File: src/hdl/csvre_pkg.sv
// ----------------------------------------------------------------------------
// CSV record end finder package
// Shared widths, payload structs, register indexes and byte helpers.
// ----------------------------------------------------------------------------
package csvre_pkg;

    localparam int OFFSET_WIDTH = 32;
    localparam int CMP_WIDTH    = (OFFSET_WIDTH > 32) ? OFFSET_WIDTH : 32;
    localparam int CFG_IDX_W    = 1;

    localparam logic [7:0] QUOTE_CH = 8'h22;
    localparam logic [7:0] NL_CH    = 8'h0A;

    localparam logic [7:0]  SEP_RESET = 8'd44;
    localparam logic [31:0] CAP_RESET = 32'd1048576;

    localparam logic [OFFSET_WIDTH-1:0] OFF_MAX = {OFFSET_WIDTH{1'b1}};

    typedef enum logic [CFG_IDX_W-1:0] {
        CFG_SEPARATOR = 1'b0,
        CFG_MAX_BYTES = 1'b1
    } t_cfg_idx;

    typedef enum logic [1:0] {
        KIND_QUOTED_NL    = 2'd0,
        KIND_DATA_END     = 2'd1,
        KIND_FALLBACK_NL  = 2'd2,
        KIND_FALLBACK_END = 2'd3
    } t_kind;

    typedef struct packed {
        logic       byte_present;
        logic [7:0] data_byte;
        logic       scan_start;
        logic       data_end;
    } t_in;

    typedef struct packed {
        logic [31:0] end_offset;
        t_kind       end_kind;
    } t_out;

    typedef struct packed {
        logic [7:0]  separator_char;
        logic [31:0] max_record_bytes;
    } t_cfg;

    function automatic logic is_space(input logic [7:0] c);
        return c inside {8'h20, 8'h09, 8'h0A, 8'h0B, 8'h0C, 8'h0D};
    endfunction

    function automatic logic over_cap(input logic [OFFSET_WIDTH-1:0] r,
                                      input logic [31:0] cap);
        logic [CMP_WIDTH-1:0] r_ext;
        logic [CMP_WIDTH-1:0] cap_ext;
        r_ext   = CMP_WIDTH'(r);
        cap_ext = CMP_WIDTH'(cap);
        return r_ext > cap_ext;
    endfunction

endpackage

File: src/hdl/csvre_framer.sv
// ----------------------------------------------------------------------------
// CSV record framer
// Holds the scan state and works out the next state and any result for one
// accepted beat in a single pass of logic.
// ----------------------------------------------------------------------------
module csvre_framer (
    input  logic                i_clk,
    input  logic                i_rst_n,
    input  logic                i_step,
    input  csvre_pkg::t_in      i_item,
    input  csvre_pkg::t_cfg     i_cfg,
    output logic                o_emit,
    output csvre_pkg::t_out     o_result
);

    typedef struct packed {
        logic                                  inside_quoted;
        logic                                  quote_pending;
        logic                                  cell_was_quoted;
        logic                                  cell_only_space;
        logic                                  at_resume_point;
        logic [csvre_pkg::OFFSET_WIDTH-1:0]    byte_offset;
        logic                                  overran;
        logic                                  newline_seen;
        logic [csvre_pkg::OFFSET_WIDTH-1:0]    first_nl;
        logic                                  scan_done;
    } t_state;

    t_state r_st;
    t_state n_st;

    logic                               v_emit;
    logic [csvre_pkg::OFFSET_WIDTH-1:0] v_off;
    csvre_pkg::t_kind                   v_kind;

    always_comb begin
        logic [csvre_pkg::OFFSET_WIDTH-1:0] p;
        logic [csvre_pkg::OFFSET_WIDTH-1:0] nxt;
        logic [7:0]                         c;
        logic                               run_plain;
        logic                               opens;

        n_st      = r_st;
        v_emit    = 1'b0;
        v_off     = '0;
        v_kind    = csvre_pkg::KIND_DATA_END;
        c         = i_item.data_byte;
        p         = r_st.byte_offset;
        nxt       = r_st.byte_offset;
        run_plain = 1'b0;
        opens     = 1'b0;

        if (i_item.scan_start) begin
            n_st.inside_quoted   = 1'b0;
            n_st.quote_pending   = 1'b0;
            n_st.cell_was_quoted = 1'b0;
            n_st.cell_only_space = 1'b1;
            n_st.at_resume_point = 1'b1;
            n_st.byte_offset     = '0;
            n_st.newline_seen    = 1'b0;
            n_st.first_nl        = '0;
            n_st.scan_done       = 1'b0;
            n_st.overran         = (i_cfg.max_record_bytes == 32'd0);
        end

        if (!n_st.scan_done) begin
            if (i_item.byte_present) begin
                p   = n_st.byte_offset;
                nxt = (p != csvre_pkg::OFF_MAX) ? p + 1'b1 : p;
                n_st.byte_offset     = nxt;
                n_st.at_resume_point = 1'b0;
                if (c == csvre_pkg::NL_CH && !n_st.newline_seen) begin
                    n_st.newline_seen = 1'b1;
                    n_st.first_nl     = p;
                end
                if (n_st.overran) begin
                    if (c == csvre_pkg::NL_CH) begin
                        v_emit = 1'b1;
                        v_off  = n_st.first_nl;
                        v_kind = csvre_pkg::KIND_FALLBACK_NL;
                    end
                end else if (n_st.inside_quoted) begin
                    if (n_st.quote_pending) begin
                        n_st.quote_pending = 1'b0;
                        if (c != csvre_pkg::QUOTE_CH) begin
                            n_st.inside_quoted   = 1'b0;
                            n_st.at_resume_point = 1'b1;
                            if (csvre_pkg::over_cap(p, i_cfg.max_record_bytes)) begin
                                n_st.overran = 1'b1;
                                if (n_st.newline_seen) begin
                                    v_emit = 1'b1;
                                    v_off  = n_st.first_nl;
                                    v_kind = csvre_pkg::KIND_FALLBACK_NL;
                                end
                            end
                            run_plain = !v_emit && !n_st.overran;
                        end
                    end else if (c == csvre_pkg::QUOTE_CH) begin
                        n_st.quote_pending = 1'b1;
                    end
                end else begin
                    run_plain = 1'b1;
                end

                if (run_plain) begin
                    if (c == csvre_pkg::NL_CH) begin
                        v_emit = 1'b1;
                        v_off  = p;
                        v_kind = csvre_pkg::KIND_QUOTED_NL;
                    end else if (c == i_cfg.separator_char) begin
                        n_st.cell_was_quoted = 1'b0;
                        n_st.cell_only_space = 1'b1;
                        n_st.at_resume_point = 1'b1;
                        if (csvre_pkg::over_cap(nxt, i_cfg.max_record_bytes)) begin
                            n_st.overran = 1'b1;
                            if (n_st.newline_seen) begin
                                v_emit = 1'b1;
                                v_off  = n_st.first_nl;
                                v_kind = csvre_pkg::KIND_FALLBACK_NL;
                            end
                        end
                    end else if (c == csvre_pkg::QUOTE_CH) begin
                        opens = !n_st.cell_was_quoted && n_st.cell_only_space;
                        n_st.cell_was_quoted = n_st.cell_was_quoted || opens;
                        n_st.cell_only_space = 1'b0;
                        if (opens) begin
                            n_st.inside_quoted = 1'b1;
                        end else begin
                            n_st.at_resume_point = 1'b1;
                            if (csvre_pkg::over_cap(nxt, i_cfg.max_record_bytes)) begin
                                n_st.overran = 1'b1;
                                if (n_st.newline_seen) begin
                                    v_emit = 1'b1;
                                    v_off  = n_st.first_nl;
                                    v_kind = csvre_pkg::KIND_FALLBACK_NL;
                                end
                            end
                        end
                    end else if (!csvre_pkg::is_space(c)) begin
                        n_st.cell_only_space = 1'b0;
                    end
                end
            end

            if (i_item.data_end && !v_emit) begin
                if (!n_st.overran && n_st.inside_quoted &&
                    csvre_pkg::over_cap(n_st.byte_offset, i_cfg.max_record_bytes)) begin
                    n_st.overran = 1'b1;
                end
                v_emit = 1'b1;
                if (n_st.overran) begin
                    if (n_st.newline_seen) begin
                        v_off  = n_st.first_nl;
                        v_kind = csvre_pkg::KIND_FALLBACK_NL;
                    end else begin
                        v_off  = n_st.byte_offset;
                        v_kind = csvre_pkg::KIND_FALLBACK_END;
                    end
                end else begin
                    v_off  = n_st.byte_offset;
                    v_kind = csvre_pkg::KIND_DATA_END;
                end
            end

            if (v_emit) begin
                n_st.scan_done = 1'b1;
            end
        end
    end

    always_ff @(posedge i_clk) begin
        if (!i_rst_n) begin
            r_st.inside_quoted   <= 1'b0;
            r_st.quote_pending   <= 1'b0;
            r_st.cell_was_quoted <= 1'b0;
            r_st.cell_only_space <= 1'b1;
            r_st.at_resume_point <= 1'b1;
            r_st.byte_offset     <= '0;
            r_st.overran         <= 1'b0;
            r_st.newline_seen    <= 1'b0;
            r_st.first_nl        <= '0;
            r_st.scan_done       <= 1'b1;
        end else if (i_step) begin
            r_st <= n_st;
        end
    end

    assign o_emit              = v_emit;
    assign o_result.end_offset = 32'(v_off);
    assign o_result.end_kind   = v_kind;

    // An idle framer ignores every beat that does not start a scan.
    assert property (@(posedge i_clk) disable iff (!i_rst_n)
        i_step && r_st.scan_done && !i_item.scan_start |-> !o_emit)
        else $error("result produced while idle");

    // Every result closes the scan.
    assert property (@(posedge i_clk) disable iff (!i_rst_n)
        i_step && o_emit |=> r_st.scan_done)
        else $error("scan still open after a result");

    // A pending quote can only exist inside a quoted field.
    assert property (@(posedge i_clk) disable iff (!i_rst_n)
        r_st.quote_pending |-> r_st.inside_quoted)
        else $error("quote pending outside a quoted field");

    // An open scan is never both overrun and inside quotes.
    assert property (@(posedge i_clk) disable iff (!i_rst_n)
        !r_st.scan_done |-> !(r_st.inside_quoted && r_st.overran))
        else $error("overrun inside a quoted field");

    // The offset never moves backwards within a scan.
    assert property (@(posedge i_clk) disable iff (!i_rst_n)
        i_step && !i_item.scan_start && !r_st.scan_done
        |=> r_st.byte_offset >= $past(r_st.byte_offset))
        else $error("byte offset went backwards");

endmodule

File: src/hdl/csv_record_end_finder_top.sv
// ----------------------------------------------------------------------------
// CSV record end finder
// Streams the bytes of a scan and reports where the CSV record ends.
// ----------------------------------------------------------------------------
// The block takes one byte beat per clock and never stalls the input while
// the result register is free or being drained; a beat that ends the record
// or the data leaves its result in the output register on the following
// clock. The only thing that holds the input back is a result waiting in the
// output register while the consumer keeps its ready low. Configuration
// writes are always taken and should be made only while no scan is active.
module csv_record_end_finder_top (
    input  logic                                 i_clk,
    input  logic                                 i_rst_n,
    input  logic                                 i_in_valid,
    output logic                                 o_in_ready,
    input  csvre_pkg::t_in                       i_in_data,
    output logic                                 o_out_valid,
    input  logic                                 i_out_ready,
    output csvre_pkg::t_out                      o_out_data,
    input  logic                                 i_cfg_valid,
    output logic                                 o_cfg_ready,
    input  logic [csvre_pkg::CFG_IDX_W-1:0]      i_cfg_index,
    input  logic [31:0]                          i_cfg_data
);

    csvre_pkg::t_cfg r_cfg;
    logic            r_out_valid;
    csvre_pkg::t_out r_out;

    logic            in_accept;
    logic            emit;
    csvre_pkg::t_out result;

    assign o_in_ready  = !r_out_valid || i_out_ready;
    assign in_accept   = i_in_valid && o_in_ready;
    assign o_cfg_ready = 1'b1;

    csvre_framer u_framer (
        .i_clk    (i_clk),
        .i_rst_n  (i_rst_n),
        .i_step   (in_accept),
        .i_item   (i_in_data),
        .i_cfg    (r_cfg),
        .o_emit   (emit),
        .o_result (result)
    );

    always_ff @(posedge i_clk) begin
        if (!i_rst_n) begin
            r_cfg.separator_char   <= csvre_pkg::SEP_RESET;
            r_cfg.max_record_bytes <= csvre_pkg::CAP_RESET;
        end else if (i_cfg_valid) begin
            case (csvre_pkg::t_cfg_idx'(i_cfg_index))
                csvre_pkg::CFG_SEPARATOR: r_cfg.separator_char   <= i_cfg_data[7:0];
                csvre_pkg::CFG_MAX_BYTES: r_cfg.max_record_bytes <= i_cfg_data;
                default: ;
            endcase
        end
    end

    always_ff @(posedge i_clk) begin
        if (!i_rst_n) begin
            r_out_valid <= 1'b0;
        end else if (in_accept && emit) begin
            r_out_valid <= 1'b1;
        end else if (i_out_ready) begin
            r_out_valid <= 1'b0;
        end
    end

    always_ff @(posedge i_clk) begin
        if (in_accept && emit) begin
            r_out <= result;
        end
    end

    assign o_out_valid = r_out_valid;
    assign o_out_data  = r_out;

endmodule
File: config.mk
export PLATFORM = sky130hd
export DESIGN_NAME = csv_record_end_finder_top
export DESIGN_NICKNAME = d
export VERILOG_FILES = /design/src/hdl/csvre_pkg.sv /design/src/hdl/csvre_framer.sv /design/src/hdl/csv_record_end_finder_top.sv
export SDC_FILE = /design/constraint.sdc
export NUM_CORES = 1
export LEC_CHECK = 0
export BUFFER_PORTS_ARGS = -buffer_cell sky130_fd_sc_hd__buf_2
export CORE_MARGIN = 3
export CORE_UTILIZATION = 40
export CTS_BUF_LIST = sky130_fd_sc_hd__clkbuf_4 sky130_fd_sc_hd__clkbuf_8
export DETAILED_ROUTE_END_ITERATION = 7
export GPL_ROUTABILITY_DRIVEN = 0
export PLACE_DENSITY_LB_ADDON = 0.1
export SYNTH_ARGS = -nofsm -noshare
export SYNTH_HDL_FRONTEND = slang
export SYNTH_HIERARCHICAL = 1
export SYNTH_SLANG_ARGS = --single-unit
File: constraint.sdc
create_clock -name i_clk -period 17.7 [get_ports i_clk]
set_input_delay 1.77 -clock i_clk [delete_from_list [all_inputs] [get_ports i_clk]]
set_output_delay 1.77 -clock i_clk [all_outputs]
set_load 0.05 [all_outputs]
==> results of run 1 <==
-- final cells by class --
type	instances	area, um2
fill	2696	14600
clock inverter	14	116
inverter	52	195
timing repair buffer	103	563
multi-input combinational	1102	7100
sequential	146	3260
clock buffer	18	241
tap	335	419
-- flip-flops by register name, indices dropped and copies added, names as in the netlist --
signal / cells
o_out_data: 34
u_framer/r_st: 71
o_out_valid: 1
r_cfg: 40
-- tightest hold or removal path, cell delays in order, from the launching register on --
cell,delay [ns]
dfxtp_1,0.33
nand2_1,0.05
o21ai_1,0.05
-- power groups by stage --
stage	Combinational, mW	Sequential (mW)	Clock (mW)
final	0.153	0.367	0.260
after global routing	0.169	0.368	0.278
after CTS	0.152	0.366	0.267
after floorplan	0.0978	0.377	0
after global placement	0.151	0.374	0
after detailed placement	0.151	0.374	0
-- placed cells by master, fill, tap and decap left out, types with 9 or more instances in the layout --
master	synthesis	final
edfxtp_1	34	34
o221ai_1	9	9
xor2_1	25	25
buf_4	5	19
nand2_1	206	205
nor3_1	32	31
o21ai_0	47	47
and3_1	14	14
and2_1	9	9
o21ai_1	34	33
inv_1	50	50
and4_1	10	10
buf_2	23	84
nor4_1	9	9
clkbuf_8	0	17
a21oi_1	103	103
o22ai_1	26	26
xnor2_1	41	41
nand3_1	26	26
o21a_1	12	12
ha_1	96	96
nor2b_1	36	34
nand4_1	57	57
nor2_1	121	120
o211ai_1	12	12
mux2i_1	37	37
a22oi_1	39	39
dfxtp_1	112	112
-- cells by family (layout without fill, tap and decap cells) --
logic type	Yosys count	after routing	share of synthesized area, %
fa+ha+maj	96	96	11.0
buf+inv	148	187	5.79
simple gates	558	558	24.8
other cells	1	1	0.0342
flops	146	146	29.8
mux	44	44	4.10
xor+xnor	66	66	5.27
compound gates	337	337	19.2
-- metrics by stage --
stage                     area (um2)  utilization [%]  hold WS, ns  worst slack (ns)
after floorplan                11000                -        0.428              9.52
after global placement         11500             43.5        0.447              8.72
after detailed placement       11500             43.5        0.447              8.62
after CTS                      11900             44.9        0.464              9.11
after global routing           11900             44.9        0.495              8.59
final                          11900             44.9        0.460              9.00
-- worst paths after layout --
| check | start | to | slack, ns |
|---|---|---|---|
| worst max-delay path | i_in_data[1] | o_out_data[13]$_DFFE_PP_ | 9.00 |
| worst min register to register | r_cfg[17]$_SDFFE_PN0P_ | r_cfg[17]$_SDFFE_PN0P_ | 0.46 |
| worst min-delay path | r_cfg[17]$_SDFFE_PN0P_ | r_cfg[17]$_SDFFE_PN0P_ | 0.46 |
| worst max register to register | u_framer/r_st[35]$_SDFFE_PN0P_ | o_out_data[13]$_DFFE_PP_ | 11.02 |
-- layer usage --
layer / routed length (um) / vias to the layer above / global-route usage, %
met1: 17800 / 5086 / 37.5
met4: 1300 / 4 / 10.3
met3: 2720 / 86 / 4.90
li1: - / 5066 / -
met5: 23 / - / 0
met2: 17000 / 422 / 40.4
==> results.yml, run 1 <==
status:
  status: "completed"
floorplan:
  num_rows: 59
  start_util_pct: 41.4
  die_h_um: 172
  fp.coreArea_um2: 26500
  ios: 86
  floorplan.die_area_um2: 29400
  die_w_um: 172
timing:
  final_max_slew_viol_count: 0
  tightestPinTransition_ns: 1.22
  setup_viol: 0
  finalSetupTns_ns: 0
  relSlewSlack_pct: 18.9
  rsz0062_at_grt: "false"
  finalCriticalPeriod_ns: 8.70
  min_period_over_period_pct: 49.1
  fin_skew_ns: 0.0274
  fmax_mhz: 115
  final_hold_viol_count: 0
worst_setup_path:
  start_kind: "input port"
  reg2regPathDepth: 23
  critPathSlowestCell: "nor2b_4"
  arrival_ns: 8.77
  critical_path.top_delay_family: "simple AND/OR/NAND/NOR gates"
  crit_cells: 25
  cp_common_cell: "nand2_1"
  worstSetupPathType: "in -> reg"
  required_ns: 17.77
  cpPeakStageDelay_ns: 0.83
  path_buf_inv: 3
  endpoint_kind: "flop"
  critPathMaxFanout: 60
pwr:
  irDropWorstVdd_mv: 0.0326
  p_leak_nw: 4.43
  pwr-share-clk_pct: 33.3
  switching_share_pct: 35.3
  power.density_nw_per_um2: 65.6
  intPower_uw: 505
  p_switching_uw: 275
  p_seq_share_pct: 47.0
  power_uw: 780
  p_comb_share_pct: 19.6
final_layout:
  syn_to_final_growth_pct: 8.55
  nets: 1567
  drive_gt1_share_pct: 11.8
  final_cells: 1770
  antenna_cells: 0
clock_tree:
  htree_levels: 4
  clock_latency_ns: 0.47
  clockRootBuffer: "clkbuf_8"
  numClockSinks: 146
  cts.path.max_buffers: 2
  ctsResizeCount: 0
  cts_made_buffers: 17
  cts.clk_slew.worst_paths_ns: 0.11
  post_cts.repair.setup_buffers: 0
  cts_tree: "built"
  cts_hold_buf: 0
placed_design:
  placedCellCount: 1738
  hpwl_um: 28100
  port_buffers: 84
synthesis:
  yosysMostFrequentCell: "nand2_1"
  yosysSeqAreaShare_pct: 29.8
  synth_edf_count: 34
  yosysTopAreaCell: "dfxtp_1"
  syn_inst: 1396
  synth_cell_types: 82
  ys.flop_type: "dfxtp_1"
  syn_area_um2: 11000
  synth_area_per_cell_um2: 7.85
  async_reset_ff_share_pct: 0
  syn_nets: 1541
  synthTopCellsByCount: "206 x nand2_1, 121 x nor2_1, 112 x dfxtp_1"
  yosys-top-cells-area: "dfxtp_1 20%, ha_1 11%, edfxtp_1 9.3%"
  yosysWarnings: 6
  yosysTopAreaCellShare_pct: 20.5
  ys_ff_latch: 146
global_route:
  grt_max_degree: 77
  track_usage_pct: 26.6
  gr-total-overflow: 0
  grt_pass1_wl_um: 60200
  first_global_vias: 10100
  grt_antenna_before_repair: 2
drt:
  drc: 0
  vias: 10700
  routed_wl_um: 38900
  drt_first_iter_violations: 1077
  final_antenna_net_count: 0
  firstDrtPassIters: 5
  wl_per_cell_um: 22.0
  viasPerCell: 6.02
worst_hold_path:
  hp-class: "reg -> reg"
  holdPathStages: 2
flow_run:
  cap_violations: 0
(Power assumes the default switching activity.)
==> run 2: changes to the inputs <==
==> constraint.sdc (replaced) <==
create_clock -name i_clk -period 8.3 [get_ports i_clk]
set_input_delay 0.83 -clock i_clk [delete_from_list [all_inputs] [get_ports i_clk]]
set_output_delay 0.83 -clock i_clk [all_outputs]
set_load 0.05 [all_outputs]
==> results.yml, run 2 (same netlist as run 1, synthesis figures left out) <==
drt:
  met3_length_um: 3020
  drc: 0
  drt_first_iter_violations: 1368
  firstDrtPassIters: 7
  dr.max_layer_used: "met4"
  drt-met1-wl_um: 16900
  final_antenna_net_count: 0
  vias: 10700
  viasPerCell: 6.03
  routed_wl_um: 38200
  wl_met2_um: 17200
  wl_per_cell_um: 21.6
timing:
  rsz0062_at_grt: "false"
  relSlewSlack_pct: 21.8
  final_max_slew_viol_count: 0
  finalCriticalPeriod_ns: 6.52
  finalSetupTns_ns: 0
  setup_viol: 0
  fin_skew_ns: 0.0171
  fmax_mhz: 153
  min_period_over_period_pct: 78.6
  worst_slack_ns: 1.78
  final_hold_viol_count: 0
  tightestPinTransition_ns: 1.17
  whs_ns: 0.454
final_layout:
  multi_input_area_um2: 7100
  top_register: "u_framer/r_st"
  finalInstanceArea_um2: 11900
  nets: 1565
  largest_reg_flops: 71
  regArea_um2: 3260
  fill_cells: 2661
  most-common-layout-cells: "205 x nand2_1, 120 x nor2_1, 112 x dfxtp_1"
  antenna_cells: 0
  syn_to_final_growth_pct: 8.72
  drive_gt1_share_pct: 11.7
  layout_commonest_cell: "nand2_1"
placed_design:
  dpl-instance-area_um2: 11500
  hpwl_um: 28000
  post-place-ws_ns: 1.36
  port_buffers: 84
worst_setup_path:
  required_ns: 8.39
  path_buf_inv: 2
  crit_chain: "buf_2, buf_12, nor2b_1, nand4_1, nor2_1, nand3_1, nand2_1, nor2_2, nand2_1, xor2_1, nor2_1, ha_1, nand3_1, or4_1, a21oi_1, o31ai_1, a31o_1, nand2_1, o32a_1, and2_1, nor2_1, nor2_1, nand2_1, nor2b_4"
  critPathSlowestCell: "nor2b_4"
  endpoint_kind: "flop"
  critPathMaxFanout: 84
  critical_path.top_delay_family: "simple AND/OR/NAND/NOR gates"
  start_kind: "input port"
  arrival_ns: 6.62
  cpPeakStageDelay_ns: 0.75
  worstSetupPathType: "in -> reg"
clock_tree:
  cts_tree: "built"
  post_cts.repair.setup_buffers: 0
  clockRootBuffer: "clkbuf_8"
  cts.path.max_buffers: 2
  cts.clk_slew.worst_paths_ns: 0.09
  ctsResizeCount: 0
  htree_levels: 4
  clock_latency_ns: 0.47
  cts_made_buffers: 17
  cts_hold_buf: 0
  numClockSinks: 146
status:
  status: "completed"
floorplan:
  num_rows: 59
  die_h_um: 172
  start_util_pct: 41.4
  die_w_um: 172
  ios: 86
  floorplan.die_area_um2: 29400
  fp.coreArea_um2: 26500
pwr:
  switching_share_pct: 35.4
  p_seq_share_pct: 46.5
  irDropWorstVdd_mv: 0.0961
  power.density_nw_per_um2: 141
  p_switching_uw: 596
  p_comb_share_pct: 19.5
  pwr-share-clk_pct: 34.0
  intPower_mw: 1.09
  p_leak_nw: 4.44
  power_mw: 1.68
worst_hold_path:
  hp-class: "reg -> reg"
global_route:
  track_usage_pct: 25.8
  gr-total-overflow: 0
  grt_max_degree: 85
  first_global_vias: 9938
  grt_antenna_before_repair: 0
  grt_pass1_wl_um: 58500
flow_run:
  cap_violations: 0
-- run 2: worst paths after layout --
check                           slack, ns  cells past startpoint                            from                       end
worst max-delay path                 1.78                     24                    i_in_data[1]  o_out_data[13]$_DFFE_PP_
worst min-delay path                 0.45                      2          r_cfg[18]$_SDFFE_PN0P_    r_cfg[18]$_SDFFE_PN0P_
worst max register to register       2.09                     23  u_framer/r_st[35]$_SDFFE_PN0P_  o_out_data[13]$_DFFE_PP_
worst min register to register       0.45                      2          r_cfg[18]$_SDFFE_PN0P_    r_cfg[18]$_SDFFE_PN0P_
-- run 2: through the flow --
| step | util [%] | std cells |
|---|---|---|
| floorplan | - | 1396 |
| global placement | 43.5 | 1736 |
| detailed placement | 43.5 | 1736 |
| CTS | 45.0 | 1768 |
| global route | 45.0 | 1768 |
| finish | 45.0 | 1768 |
-- run 2: power by group through the flow --
stage               logic, mW  clock network (mW)  registers (mW)
finish                  0.328               0.571           0.782
floorplan               0.209                   0           0.805
CTS                     0.325               0.587           0.781
global route            0.360               0.610           0.784
detailed placement      0.323                   0           0.797
global placement        0.323                   0           0.797
-- run 2: metal layers --
layer / track usage [%] / up-vias
met5: 0 / -
met4: 7.80 / 0
met3: 4.25 / 73
met2: 41.4 / 471
met1: 35.6 / 5049
li1: - / 5075
-- run 2: layout make-up --
type | instances | area share, %
Timing Repair Buffer | 101 | 4.70
Multi-Input combinational cell | 1102 | 59.6
Sequential cell | 146 | 27.4
Tap cell | 335 | 3.52
Inverter | 52 | 1.64
Clock buffer | 18 | 2.03
Clock inverter | 14 | 1.16
-- run 2: worst register-to-register path: stages (launching register included) --
cell,delay (ns)
dfxtp_1,0.46
nor2b_1,0.42
ha_1,0.28
and3_1,0.24
and4_1,0.34
nand3_1,0.34
nand2_1,0.26
nor2_2,0.12
nand2_1,0.10
xor2_1,0.15
nor2_1,0.06
ha_1,0.31
nand3_1,0.11
or4_1,0.55
a21oi_1,0.15
o31ai_1,0.11
a31o_1,0.32
nand2_1,0.09
o32a_1,0.22
and2_1,0.20
nor2_1,0.05
nor2_1,0.08
nand2_1,0.10
nor2b_4,0.75
